===== src/design/vrp_pkg.sv =====
`default_nettype none
// ----------------------------------------------------------------------------
// vrp_pkg
// Shared types and constants for the vertex rotate/project block.
// ----------------------------------------------------------------------------
package vrp_pkg;

  localparam int FQ_DEPTH       = 2;
  localparam int TRIG_FRAC_BITS = 14;

  typedef enum logic [2:0] {
    CFG_ROT_Z   = 3'd0,
    CFG_ROT_X   = 3'd1,
    CFG_ROT_Y   = 3'd2,
    CFG_OFS_X   = 3'd3,
    CFG_OFS_Y   = 3'd4,
    CFG_OFS_Z   = 3'd5,
    CFG_FOCAL   = 3'd6,
    CFG_CENTER  = 3'd7
  } cfg_idx_t;

  // beat passed from front to back
  typedef struct packed {
    logic               frame_start;
    logic signed [15:0] vert_x;
    logic signed [15:0] vert_y;
    logic signed [15:0] vert_z;
  } vert_beat_t;

  typedef enum logic [3:0] {
    ST_IDLE,
    ST_RZ_A,
    ST_RZ_B,
    ST_RX_A,
    ST_RX_B,
    ST_RY_A,
    ST_RY_B,
    ST_OFS,
    ST_PROJ,
    ST_DIV,
    ST_FIN,
    ST_OUT
  } bk_state_t;

endpackage
`default_nettype wire


===== src/design/vrp_front.sv =====
`default_nettype none
// ----------------------------------------------------------------------------
// vrp_front
// Input side: takes vertex beats and holds them in a short queue.
// ----------------------------------------------------------------------------
module vrp_front import vrp_pkg::*; (
  input  wire logic               clk,
  input  wire logic               rst_n,
  input  wire logic               in_push,
  output logic                    in_full,
  input  wire logic               in_frame_start,
  input  wire logic signed [15:0] in_vert_x,
  input  wire logic signed [15:0] in_vert_y,
  input  wire logic signed [15:0] in_vert_z,
  output logic                    fq_valid,
  input  wire logic               fq_pop,
  output vert_beat_t              fq_beat
);

  vert_beat_t mem_r [FQ_DEPTH];
  logic       wp_r, wp_nxt, rp_r, rp_nxt;
  logic [1:0] cnt_r, cnt_nxt;
  logic       push_ok, pop_ok;

  assign in_full      = (cnt_r == 2'(FQ_DEPTH));
  assign push_ok      = in_push && !in_full;
  assign pop_ok       = fq_pop && (cnt_r != 2'd0);
  assign fq_valid     = (cnt_r != 2'd0);
  assign fq_beat      = mem_r[rp_r];

  always_comb begin
    wp_nxt  = wp_r ^ push_ok;
    rp_nxt  = rp_r ^ pop_ok;
    cnt_nxt = cnt_r + 2'(push_ok) - 2'(pop_ok);
  end

  always_ff @(posedge clk) begin
    if (!rst_n) begin
      wp_r  <= 1'b0;
      rp_r  <= 1'b0;
      cnt_r <= 2'd0;
    end else begin
      wp_r  <= wp_nxt;
      rp_r  <= rp_nxt;
      cnt_r <= cnt_nxt;
    end
  end

  always_ff @(posedge clk) begin
    if (push_ok) begin
      mem_r[wp_r] <= '{in_frame_start, in_vert_x, in_vert_y, in_vert_z};
    end
  end

endmodule
`default_nettype wire


===== src/design/vrp_div.sv =====
`default_nettype none
// ----------------------------------------------------------------------------
// vrp_div
// Restoring unsigned divider, one quotient bit per cycle.
// ----------------------------------------------------------------------------
module vrp_div import vrp_pkg::*; (
  input  wire logic        clk,
  input  wire logic        rst_n,
  input  wire logic        start,
  input  wire logic [35:0] dividend,
  input  wire logic [22:0] divisor,
  output logic             done,
  output logic [35:0]      quotient
);

  logic [35:0] q_r, q_nxt;
  logic [23:0] rem_r, rem_nxt;
  logic [22:0] dvs_r;
  logic [5:0]  cnt_r, cnt_nxt;
  logic        busy_r, busy_nxt;
  logic [23:0] sh;
  logic [24:0] diff;

  assign done     = busy_r && (cnt_r == 6'd0);
  assign quotient = q_r;

  always_comb begin
    sh       = {rem_r[22:0], q_r[35]};
    diff     = {1'b0, sh} - {2'b0, dvs_r};
    q_nxt    = q_r;
    rem_nxt  = rem_r;
    cnt_nxt  = cnt_r;
    busy_nxt = busy_r;
    if (start) begin
      q_nxt    = dividend;
      rem_nxt  = '0;
      cnt_nxt  = 6'd36;
      busy_nxt = 1'b1;
    end else if (busy_r && cnt_r != 6'd0) begin
      cnt_nxt = cnt_r - 6'd1;
      if (!diff[24]) begin
        rem_nxt = diff[23:0];
        q_nxt   = {q_r[34:0], 1'b1};
      end else begin
        rem_nxt = sh;
        q_nxt   = {q_r[34:0], 1'b0};
      end
    end else if (done) begin
      busy_nxt = 1'b0;
    end
  end

  always_ff @(posedge clk) begin
    if (!rst_n) begin
      busy_r <= 1'b0;
      cnt_r  <= 6'd0;
    end else begin
      busy_r <= busy_nxt;
      cnt_r  <= cnt_nxt;
    end
  end

  always_ff @(posedge clk) begin
    q_r   <= q_nxt;
    rem_r <= rem_nxt;
    if (start) begin
      dvs_r <= divisor;
    end
  end

endmodule
`default_nettype wire


===== src/design/vrp_back.sv =====
`default_nettype none
// ----------------------------------------------------------------------------
// vrp_back
// Rotation, offset, projection and bounding box; one vertex at a time.
// ----------------------------------------------------------------------------
module vrp_back import vrp_pkg::*; #(
  parameter int DISP_WIDTH  = 320,
  parameter int DISP_HEIGHT = 240
) (
  input  wire logic               clk,
  input  wire logic               rst_n,
  input  wire logic               cfg_we,
  input  wire logic [2:0]         cfg_idx,
  input  wire logic [31:0]        cfg_data,
  input  wire logic               fq_valid,
  output logic                    fq_pop,
  input  wire vert_beat_t         fq_beat,
  output logic                    out_empty,
  input  wire logic               out_pop,
  output logic signed [15:0]      out_screen_x,
  output logic signed [15:0]      out_screen_y,
  output logic signed [23:0]      out_view_depth,
  output logic                    out_behind_viewer,
  output logic signed [15:0]      out_box_min_x,
  output logic signed [15:0]      out_box_max_x,
  output logic signed [15:0]      out_box_min_y,
  output logic signed [15:0]      out_box_max_y
);

  localparam logic signed [15:0] MINX_RST = 16'(DISP_WIDTH + 1);
  localparam logic signed [15:0] MINY_RST = 16'(DISP_HEIGHT + 1);
  localparam logic [31:0] ONE_TRIG = 32'(1) << (16 + TRIG_FRAC_BITS);

  logic [31:0]        rz_r, rx_r, ry_r, ctr_r;
  logic signed [23:0] ox_r, oy_r, oz_r;
  logic [11:0]        foc_r;

  bk_state_t st_r, st_nxt;

  // working registers
  logic signed [20:0] a_r, b_r, c_r;
  logic signed [20:0] ta_r, tb_r;
  logic signed [23:0] vx_r, vy_r, vz_r;
  logic               neg_r;
  logic signed [36:0] num_r;
  logic               ysel_r;
  logic signed [15:0] px_r;
  logic signed [15:0] mnx_r, mxx_r, mny_r, mxy_r;
  logic               ov_r;

  // shared multiplier pair
  logic signed [20:0] m0a, m0b, m1a, m1b;
  logic signed [15:0] tc, tsn;
  logic signed [41:0] p0, p1;
  logic signed [42:0] sum0, sum1;
  logic signed [20:0] sh0;
  logic               swap;

  always_comb begin
    unique case (st_r)
      ST_RZ_A, ST_RZ_B: begin tc = rz_r[31:16]; tsn = rz_r[15:0]; end
      ST_RX_A, ST_RX_B: begin tc = rx_r[31:16]; tsn = rx_r[15:0]; end
      default:          begin tc = ry_r[31:16]; tsn = ry_r[15:0]; end
    endcase
    swap = (st_r == ST_RZ_B) || (st_r == ST_RX_B) || (st_r == ST_RY_B);
    m0a = a_r; m1a = b_r;
    m0b = 21'(tc); m1b = 21'(tsn);
    if (swap) begin
      m0b = 21'(tsn); m1b = 21'(tc);
    end
    p0   = m0a * m0b;
    p1   = m1a * m1b;
    sum0 = swap ? 43'(p0) + 43'(p1) : 43'(p0) - 43'(p1);
    sum1 = sum0 >>> TRIG_FRAC_BITS;
    sh0  = 21'(sum1);
  end

  // projection multiply
  logic signed [24:0] pv;
  logic signed [36:0] prod;
  assign pv   = ysel_r ? -25'(vy_r) : 25'(vx_r);
  assign prod = 37'(pv) * $signed({1'b0, foc_r});

  // offset add with saturation
  function automatic logic signed [23:0] sat24(input logic signed [24:0] v);
    if (v > 25'sd8388607) return 24'sh7fffff;
    if (v < -25'sd8388608) return 24'sh800000;
    return v[23:0];
  endfunction

  logic signed [24:0] sx25, sy25, sz25;
  assign sx25 = 25'(ta_r) + 25'(ox_r);
  assign sy25 = 25'(c_r) + 25'(oy_r);
  assign sz25 = 25'(tb_r) + 25'(oz_r);

  // divider
  logic        dv_start, dv_done;
  logic [35:0] dv_q, dv_a;
  assign dv_a = neg_r ? 36'(-num_r) : 36'(num_r);

  vrp_div u_div (
    .clk      (clk),
    .rst_n    (rst_n),
    .start    (dv_start),
    .dividend (dv_a),
    .divisor  (vz_r[22:0]),
    .done     (dv_done),
    .quotient (dv_q)
  );

  logic signed [37:0] qs, ssum;
  logic signed [15:0] ctr, psat;
  always_comb begin
    qs   = neg_r ? -$signed({2'b0, dv_q}) : $signed({2'b0, dv_q});
    ctr  = ysel_r ? ctr_r[15:0] : ctr_r[31:16];
    ssum = qs + 38'(ctr);
    if (ssum > 38'sd32767) psat = 16'sh7fff;
    else if (ssum < -38'sd32768) psat = 16'sh8000;
    else psat = ssum[15:0];
  end

  logic behind;
  assign behind = (vz_r <= 24'sd0);

  always_comb begin
    st_nxt   = st_r;
    fq_pop   = 1'b0;
    dv_start = 1'b0;
    unique case (st_r)
      ST_IDLE: if (fq_valid) begin
        fq_pop = 1'b1;
        st_nxt = ST_RZ_A;
      end
      ST_RZ_A: st_nxt = ST_RZ_B;
      ST_RZ_B: st_nxt = ST_RX_A;
      ST_RX_A: st_nxt = ST_RX_B;
      ST_RX_B: st_nxt = ST_RY_A;
      ST_RY_A: st_nxt = ST_RY_B;
      ST_RY_B: st_nxt = ST_OFS;
      ST_OFS:  st_nxt = ST_PROJ;
      ST_PROJ: begin
        if (behind) begin
          st_nxt = ST_OUT;
        end else begin
          st_nxt = ST_DIV;
        end
      end
      ST_DIV: begin
        dv_start = 1'b1;
        st_nxt   = ST_FIN;
      end
      ST_FIN: if (dv_done) begin
        st_nxt = ysel_r ? ST_OUT : ST_PROJ;
      end
      ST_OUT: if (!ov_r || out_pop) begin
        st_nxt = ST_IDLE;
      end
      default: st_nxt = ST_IDLE;
    endcase
  end

  always_ff @(posedge clk) begin
    if (!rst_n) begin
      st_r  <= ST_IDLE;
      ov_r  <= 1'b0;
      rz_r  <= ONE_TRIG;
      rx_r  <= ONE_TRIG;
      ry_r  <= ONE_TRIG;
      ox_r  <= '0;
      oy_r  <= '0;
      oz_r  <= 24'sd800;
      foc_r <= 12'd160;
      ctr_r <= 32'h00A00078;
      mnx_r <= MINX_RST;
      mxx_r <= -16'sd1;
      mny_r <= MINY_RST;
      mxy_r <= -16'sd1;
    end else begin
      st_r <= st_nxt;
      if (cfg_we) begin
        unique case (cfg_idx_t'(cfg_idx))
          CFG_ROT_Z:  rz_r  <= cfg_data;
          CFG_ROT_X:  rx_r  <= cfg_data;
          CFG_ROT_Y:  ry_r  <= cfg_data;
          CFG_OFS_X:  ox_r  <= cfg_data[23:0];
          CFG_OFS_Y:  oy_r  <= cfg_data[23:0];
          CFG_OFS_Z:  oz_r  <= cfg_data[23:0];
          CFG_FOCAL:  foc_r <= cfg_data[11:0];
          CFG_CENTER: ctr_r <= cfg_data;
        endcase
      end
      if (st_r == ST_OUT && (!ov_r || out_pop)) begin
        ov_r <= 1'b1;
      end else if (out_pop && ov_r) begin
        ov_r <= 1'b0;
      end
      if (st_r == ST_IDLE && fq_valid && fq_beat.frame_start) begin
        mnx_r <= MINX_RST;
        mxx_r <= -16'sd1;
        mny_r <= MINY_RST;
        mxy_r <= -16'sd1;
      end
      if (st_r == ST_OUT && (!ov_r || out_pop)) begin
        if (!behind) begin
          if (px_r < mnx_r) mnx_r <= px_r;
          if (px_r > mxx_r) mxx_r <= px_r;
          if (psat < mny_r) mny_r <= psat;
          if (psat > mxy_r) mxy_r <= psat;
        end
      end
    end
  end

  logic signed [15:0] bmnx, bmxx, bmny, bmxy;
  always_comb begin
    bmnx = mnx_r; bmxx = mxx_r; bmny = mny_r; bmxy = mxy_r;
    if (!behind) begin
      if (px_r < mnx_r) bmnx = px_r;
      if (px_r > mxx_r) bmxx = px_r;
      if (psat < mny_r) bmny = psat;
      if (psat > mxy_r) bmxy = psat;
    end
  end

  // datapath registers
  always_ff @(posedge clk) begin
    unique case (st_r)
      ST_IDLE: begin
        a_r  <= 21'(fq_beat.vert_x);
        b_r  <= 21'(fq_beat.vert_y);
        c_r  <= 21'(fq_beat.vert_z);
      end
      ST_RZ_A: ta_r <= sh0;
      ST_RZ_B: begin
        a_r <= c_r;
        b_r <= sh0;
        c_r <= ta_r;
      end
      ST_RX_A: tb_r <= sh0;
      ST_RX_B: begin
        a_r <= c_r;
        b_r <= tb_r;
        c_r <= sh0;
      end
      ST_RY_A: ta_r <= sh0;
      ST_RY_B: tb_r <= sh0;
      ST_OFS: begin
        vx_r   <= sat24(sx25);
        vy_r   <= sat24(sy25);
        vz_r   <= sat24(sz25);
        ysel_r <= 1'b0;
      end
      ST_PROJ: begin
        num_r <= prod;
        neg_r <= prod[36];
      end
      ST_FIN: if (dv_done) begin
        if (!ysel_r) px_r <= psat;
        ysel_r <= 1'b1;
      end
      ST_OUT: if (!ov_r || out_pop) begin
        out_screen_x      <= behind ? 16'sd0 : px_r;
        out_screen_y      <= behind ? 16'sd0 : psat;
        out_view_depth    <= vz_r;
        out_behind_viewer <= behind;
        out_box_min_x     <= bmnx;
        out_box_max_x     <= bmxx;
        out_box_min_y     <= bmny;
        out_box_max_y     <= bmxy;
      end
      default: ;
    endcase
  end

  assign out_empty = !ov_r;

endmodule
`default_nettype wire


===== src/design/vertex_rotate_project.sv =====
`default_nettype none
// Path from an accepted input beat to its result beat: input queue, rotation
// through the Z, X and Y states, offset, then per axis a projection multiply,
// divider start and 36-step divide on one shared divider, and the result reg.
// A vertex behind the viewer skips the divides. The back end takes one vertex
// at a time; an unpopped result beat holds it. Two-entry input queue in front.
// Reset (synchronous, rst_n low) loads register defaults and clears the box.
// ----------------------------------------------------------------------------
// vertex_rotate_project
// Euler rotation, view offset and perspective projection with a screen box.
// ----------------------------------------------------------------------------
module vertex_rotate_project import vrp_pkg::*; #(
  parameter int DISP_WIDTH  = 320,
  parameter int DISP_HEIGHT = 240
) (
  input  wire logic               clk,
  input  wire logic               rst_n,
  input  wire logic               cfg_we,
  input  wire logic [2:0]         cfg_idx,
  input  wire logic [31:0]        cfg_data,
  input  wire logic               push,
  output logic                    full,
  input  wire logic               in_frame_start,
  input  wire logic signed [15:0] in_vert_x,
  input  wire logic signed [15:0] in_vert_y,
  input  wire logic signed [15:0] in_vert_z,
  output logic                    empty,
  input  wire logic               pop,
  output logic signed [15:0]      out_screen_x,
  output logic signed [15:0]      out_screen_y,
  output logic signed [23:0]      out_view_depth,
  output logic                    out_behind_viewer,
  output logic signed [15:0]      out_box_min_x,
  output logic signed [15:0]      out_box_max_x,
  output logic signed [15:0]      out_box_min_y,
  output logic signed [15:0]      out_box_max_y
);

  logic       fq_valid;
  logic       fq_pop;
  vert_beat_t fq_beat;

  vrp_front u_front (
    .clk            (clk),
    .rst_n          (rst_n),
    .in_push        (push),
    .in_full        (full),
    .in_frame_start (in_frame_start),
    .in_vert_x      (in_vert_x),
    .in_vert_y      (in_vert_y),
    .in_vert_z      (in_vert_z),
    .fq_valid       (fq_valid),
    .fq_pop         (fq_pop),
    .fq_beat        (fq_beat)
  );

  vrp_back #(
    .DISP_WIDTH  (DISP_WIDTH),
    .DISP_HEIGHT (DISP_HEIGHT)
  ) u_back (
    .clk               (clk),
    .rst_n             (rst_n),
    .cfg_we            (cfg_we),
    .cfg_idx           (cfg_idx),
    .cfg_data          (cfg_data),
    .fq_valid          (fq_valid),
    .fq_pop            (fq_pop),
    .fq_beat           (fq_beat),
    .out_empty         (empty),
    .out_pop           (pop),
    .out_screen_x      (out_screen_x),
    .out_screen_y      (out_screen_y),
    .out_view_depth    (out_view_depth),
    .out_behind_viewer (out_behind_viewer),
    .out_box_min_x     (out_box_min_x),
    .out_box_max_x     (out_box_max_x),
    .out_box_min_y     (out_box_min_y),
    .out_box_max_y     (out_box_max_y)
  );

endmodule
`default_nettype wire


===== config.mk =====
export PLATFORM = sky130hd
export DESIGN_NAME = vertex_rotate_project
export DESIGN_NICKNAME = d
export VERILOG_FILES = /design/src/design/vrp_pkg.sv /design/src/design/vrp_front.sv /design/src/design/vrp_div.sv /design/src/design/vrp_back.sv /design/src/design/vertex_rotate_project.sv
export SDC_FILE = /design/constraint.sdc
export NUM_CORES = 2
export LEC_CHECK = 0
export BUFFER_PORTS_ARGS = -buffer_cell sky130_fd_sc_hd__buf_2
export CAP_MARGIN = 10
export CELL_PAD_IN_SITES_DETAIL_PLACEMENT = 0
export CELL_PAD_IN_SITES_GLOBAL_PLACEMENT = 2
export CORE_ASPECT_RATIO = 0.9
export CORE_MARGIN = 4
export CORE_UTILIZATION = 42
export CTS_CLUSTER_DIAMETER = 60
export DETAILED_ROUTE_END_ITERATION = 10
export HOLD_SLACK_MARGIN = 0.05
export PLACE_DENSITY_LB_ADDON = 0.1
export REMOVE_ABC_BUFFERS = 1
export SLEW_MARGIN = 20
export SYNTH_ARGS = -nofsm -noshare
export SYNTH_HDL_FRONTEND = slang
export SYNTH_SLANG_ARGS = --single-unit

===== constraint.sdc =====
create_clock -name clk -period 16.1 [get_ports clk]
set_input_delay 1.61 -clock clk [delete_from_list [all_inputs] [get_ports clk]]
set_output_delay 1.61 -clock clk [all_outputs]
set_load 0.01 [all_outputs]

==> impl_metrics.csv <==
group,metric,value,unit
synth,synth_seq_cells,825,
clock_tree,h-tree-depth,3,
setup_path,worst_setup_path_start_kind,"flip-flop",
setup_path,critPathRequiredTime,16.59,ns
drt,drt-pass1-iter-count,6,
clock_tree,post_cts_resized,0,
global_routing,grt_antenna_before_repair,24,
drt,drc,0,
layout,finalNetCount,10376,
timing,period_needed,14.32,ns
min_path,hold_start,"u_back.ctr_r[12]",
floorplan,num_io_pins,212,
timing,fin_ws,1.78,ns
synth,avgSynthCellArea,9.41,um^2
placement,place_congestion,0.882,
setup_path,slowest_delay,0.88,ns
timing,finalCritPeriodShare,0.889,
drt,drt.antenna.violating_nets,0,
setup_path,critPathMaxFanout,41,
clock_tree,cts_setup_buffers,0,
setup_path,cp-end-kind,"flip-flop",
synth,yosys-top-cells-area,"fa_1 (25%), edfxtp_1 (19%), ha_1 (8.1%)",
drt,routed_wl,258000,um
setup_path,r2r_start,"u_back.st_r[2]",
timing,setup_viol,0,
global_routing,overflow,0,
layout,num-fill-cells,18584,
setup_path,worstSetupStartpoint,"u_back.st_r[2]",
placement,portBuffers,211,
timing,worst_slew_pin_slew,1.23,ns
layout,drive_gt1_frac,0.0772,
synth,ys.warnings.count,0,
floorplan,rows,153,
layout,synthToLayoutAreaGrowth,9.32,%
synth,yosysSeqAreaShare,0.264,
placement,hpwlAfterDp,201000,um
floorplan,die_h,427,um
drt,avgRoutedWirePerCell,22.7,um
timing,rsz0062_at_grt,"no",
synth,yosysTopAreaCell,"fa_1",
clock_tree,postCtsHoldBufs,0,
min_path,hold_path.class,"flip-flop to flip-flop",
floorplan,die_area,202000,um^2
drt,via_per_inst,5.30,
timing,slew_violations,0,
placement,dp_worst_setup_slack,1.87,ns
run,cap_violations,0,
timing,clock_skew,0.0759,ns
clock_tree,clock_tree.root_cell,"clkbuf_16",
timing,finalHoldViolCount,0,
global_routing,grt_pass1_wl,392000,um
synth,synth-edff-count,509,
drt,dr_total_vias,60266,
synth,synthFlopType,"edfxtp_1",
synth,synth_cells,8697,
global_routing,track_usage,0.257,
timing,slew_headroom,0.175,
floorplan,die_w,473,um
layout,fin_util,0.462,
synth,syn_area,81800,um^2
status,outcome,"completed",
clock_tree,clock_latency,0.81,ns
global_routing,grt_pass1_vias,61427,
layout,multi_input_area,53800,um^2
setup_path,crit_path_top_delay_cell,"dfxtp_1",
clock_tree,cts_buffers,105,
floorplan,core,193000,um^2
layout,regArea,21600,um^2
clock_tree,tritoncts,"built",
clock_tree,clkTransAtPathRegs,0.06,ns
drt,drtIter0Drc,4237,
synth,synth.top_cell.area_share,0.255,
clock_tree,cts_sinks,825,
synth,synth-async-reset-ratio,0,
setup_path,arrival,14.81,ns
clock_tree,clk_path_buf_depth,3,
setup_path,crit_type,"flip-flop to flip-flop",
timing,max_clock_freq,0.0698,GHz
timing,final.setup.tns,0,ns
synth,synth_cell_types,95,
global_routing,grt_max_degree,119,
floorplan,start_util,0.423,
-- cells in the mapped netlist, drive strengths merged (45+ instances only) --
library cell     n
nand2b          85
ha             528
a21o            85
inv           1388
o21a            45
mux2i           73
clkbuf         376
xnor2          260
fa            1040
a21oi          313
and2           386
nor3            96
xor2           120
nand3           88
a21boi         213
mux2            58
nand2         1358
edfxtp         509
dfxtp          316
o21ai          328
nor2b           84
nor2           308
-- logic make-up after synthesis --
| group | after synthesis | share of synthesized area |
|---|---|---|
| buf+inv | 1802 | 0.0835 |
| flops | 825 | 0.264 |
| xor+xnor | 381 | 0.0411 |
| compound gates | 1370 | 0.111 |
| simple gates | 2620 | 0.148 |
| mux | 131 | 0.0169 |
| fa+ha+maj | 1568 | 0.335 |
-- per-layer routing --
layer | share of wire | vias up | routed length (um) | track usage
met2 | 0.44 | 1542 | 113000 | 0.398
met1 | 0.47 | 30287 | 121000 | 0.370
met5 | 0.00013 | - | 33 | 0
met4 | 0.025 | 4 | 6380 | 0.0575
met3 | 0.069 | 279 | 17900 | 0.0552
li1 | - | 28154 | - | -
-- registers in the layout, summed over array words and instances (netlist names), 32 cells and up, named ones only --
| register | count |
|---|---|
| u_front.mem_r | 98 |
| u_back.ry_r | 32 |
| u_back.u_div.quotient | 36 |
| u_back.ctr_r | 32 |
| u_back.rx_r | 32 |
| u_back.rz_r | 32 |
| u_back.num_r | 36 |
-- area by class of cell --
class,count,area share
antenna,6,0.000168
clock buffer,129,0.0310
clock inverter,71,0.00985
inverter,1390,0.0584
multi-input combinational,6070,0.601
sequential,825,0.242
tap,2557,0.0358
timing repair buffer,327,0.0218
-- critical path, delay by kind of cell, from the launching register on --
kind,cells,cell delay [ns]
compound gates,12,3.78
fa+ha+maj,9,3.51
flops,1,0.88
buf+inv,7,1.34
mux,2,0.25
xor+xnor,4,0.56
simple gates,14,3.73
-- worst paths after layout --
path,end,slack (ns),cells after the start
worst max-delay path,u_back.b_r[20],1.78,48
worst min register to register,u_back.ctr_r[12],0.47,2
worst min-delay path,u_back.ctr_r[12],0.47,2
worst max register to register,u_back.b_r[20],1.78,48
-- cell usage in the layout (no fill, tap or decap), drive strengths merged, types with 14 or more instances in the layout --
cell type	count
a211o	14
a22oi	25
fa	1040
o21a	45
o31a	16
o21bai	29
nor4	24
nor2b	84
xor2	120
inv	1406
or4	16
o21ai	328
a21oi	313
mux2i	73
or2	20
clkbuf	130
xnor2	260
nand4	35
o221ai	39
edfxtp	509
clkinv	37
a31oi	28
and3	34
a21boi	213
nand2	1358
nand2b	85
a211oi	42
buf	326
o41ai	15
and2	386
a21o	85
nor2	308
a22o	23
or3	42
mux2	58
nand3	88
nor3	96
o31ai	31
ha	528
dfxtp	316
-- per-stage QoR --
stage          cell area [um^2]  hold WS (ns)  std cells
2_1_floorplan             80200         0.427       8285
3_3_place_gp              85700         0.447      11168
3_5_place_dp              85700         0.451      11168
4_1_cts                   89300         0.468      11368
5_1_grt                   89400         0.484      11370
6_report                  89400         0.466      11375
Power is left out: the tool's default activity adds up to more than one toggle a clock period on the data nets, which glitch-free logic cannot reach.
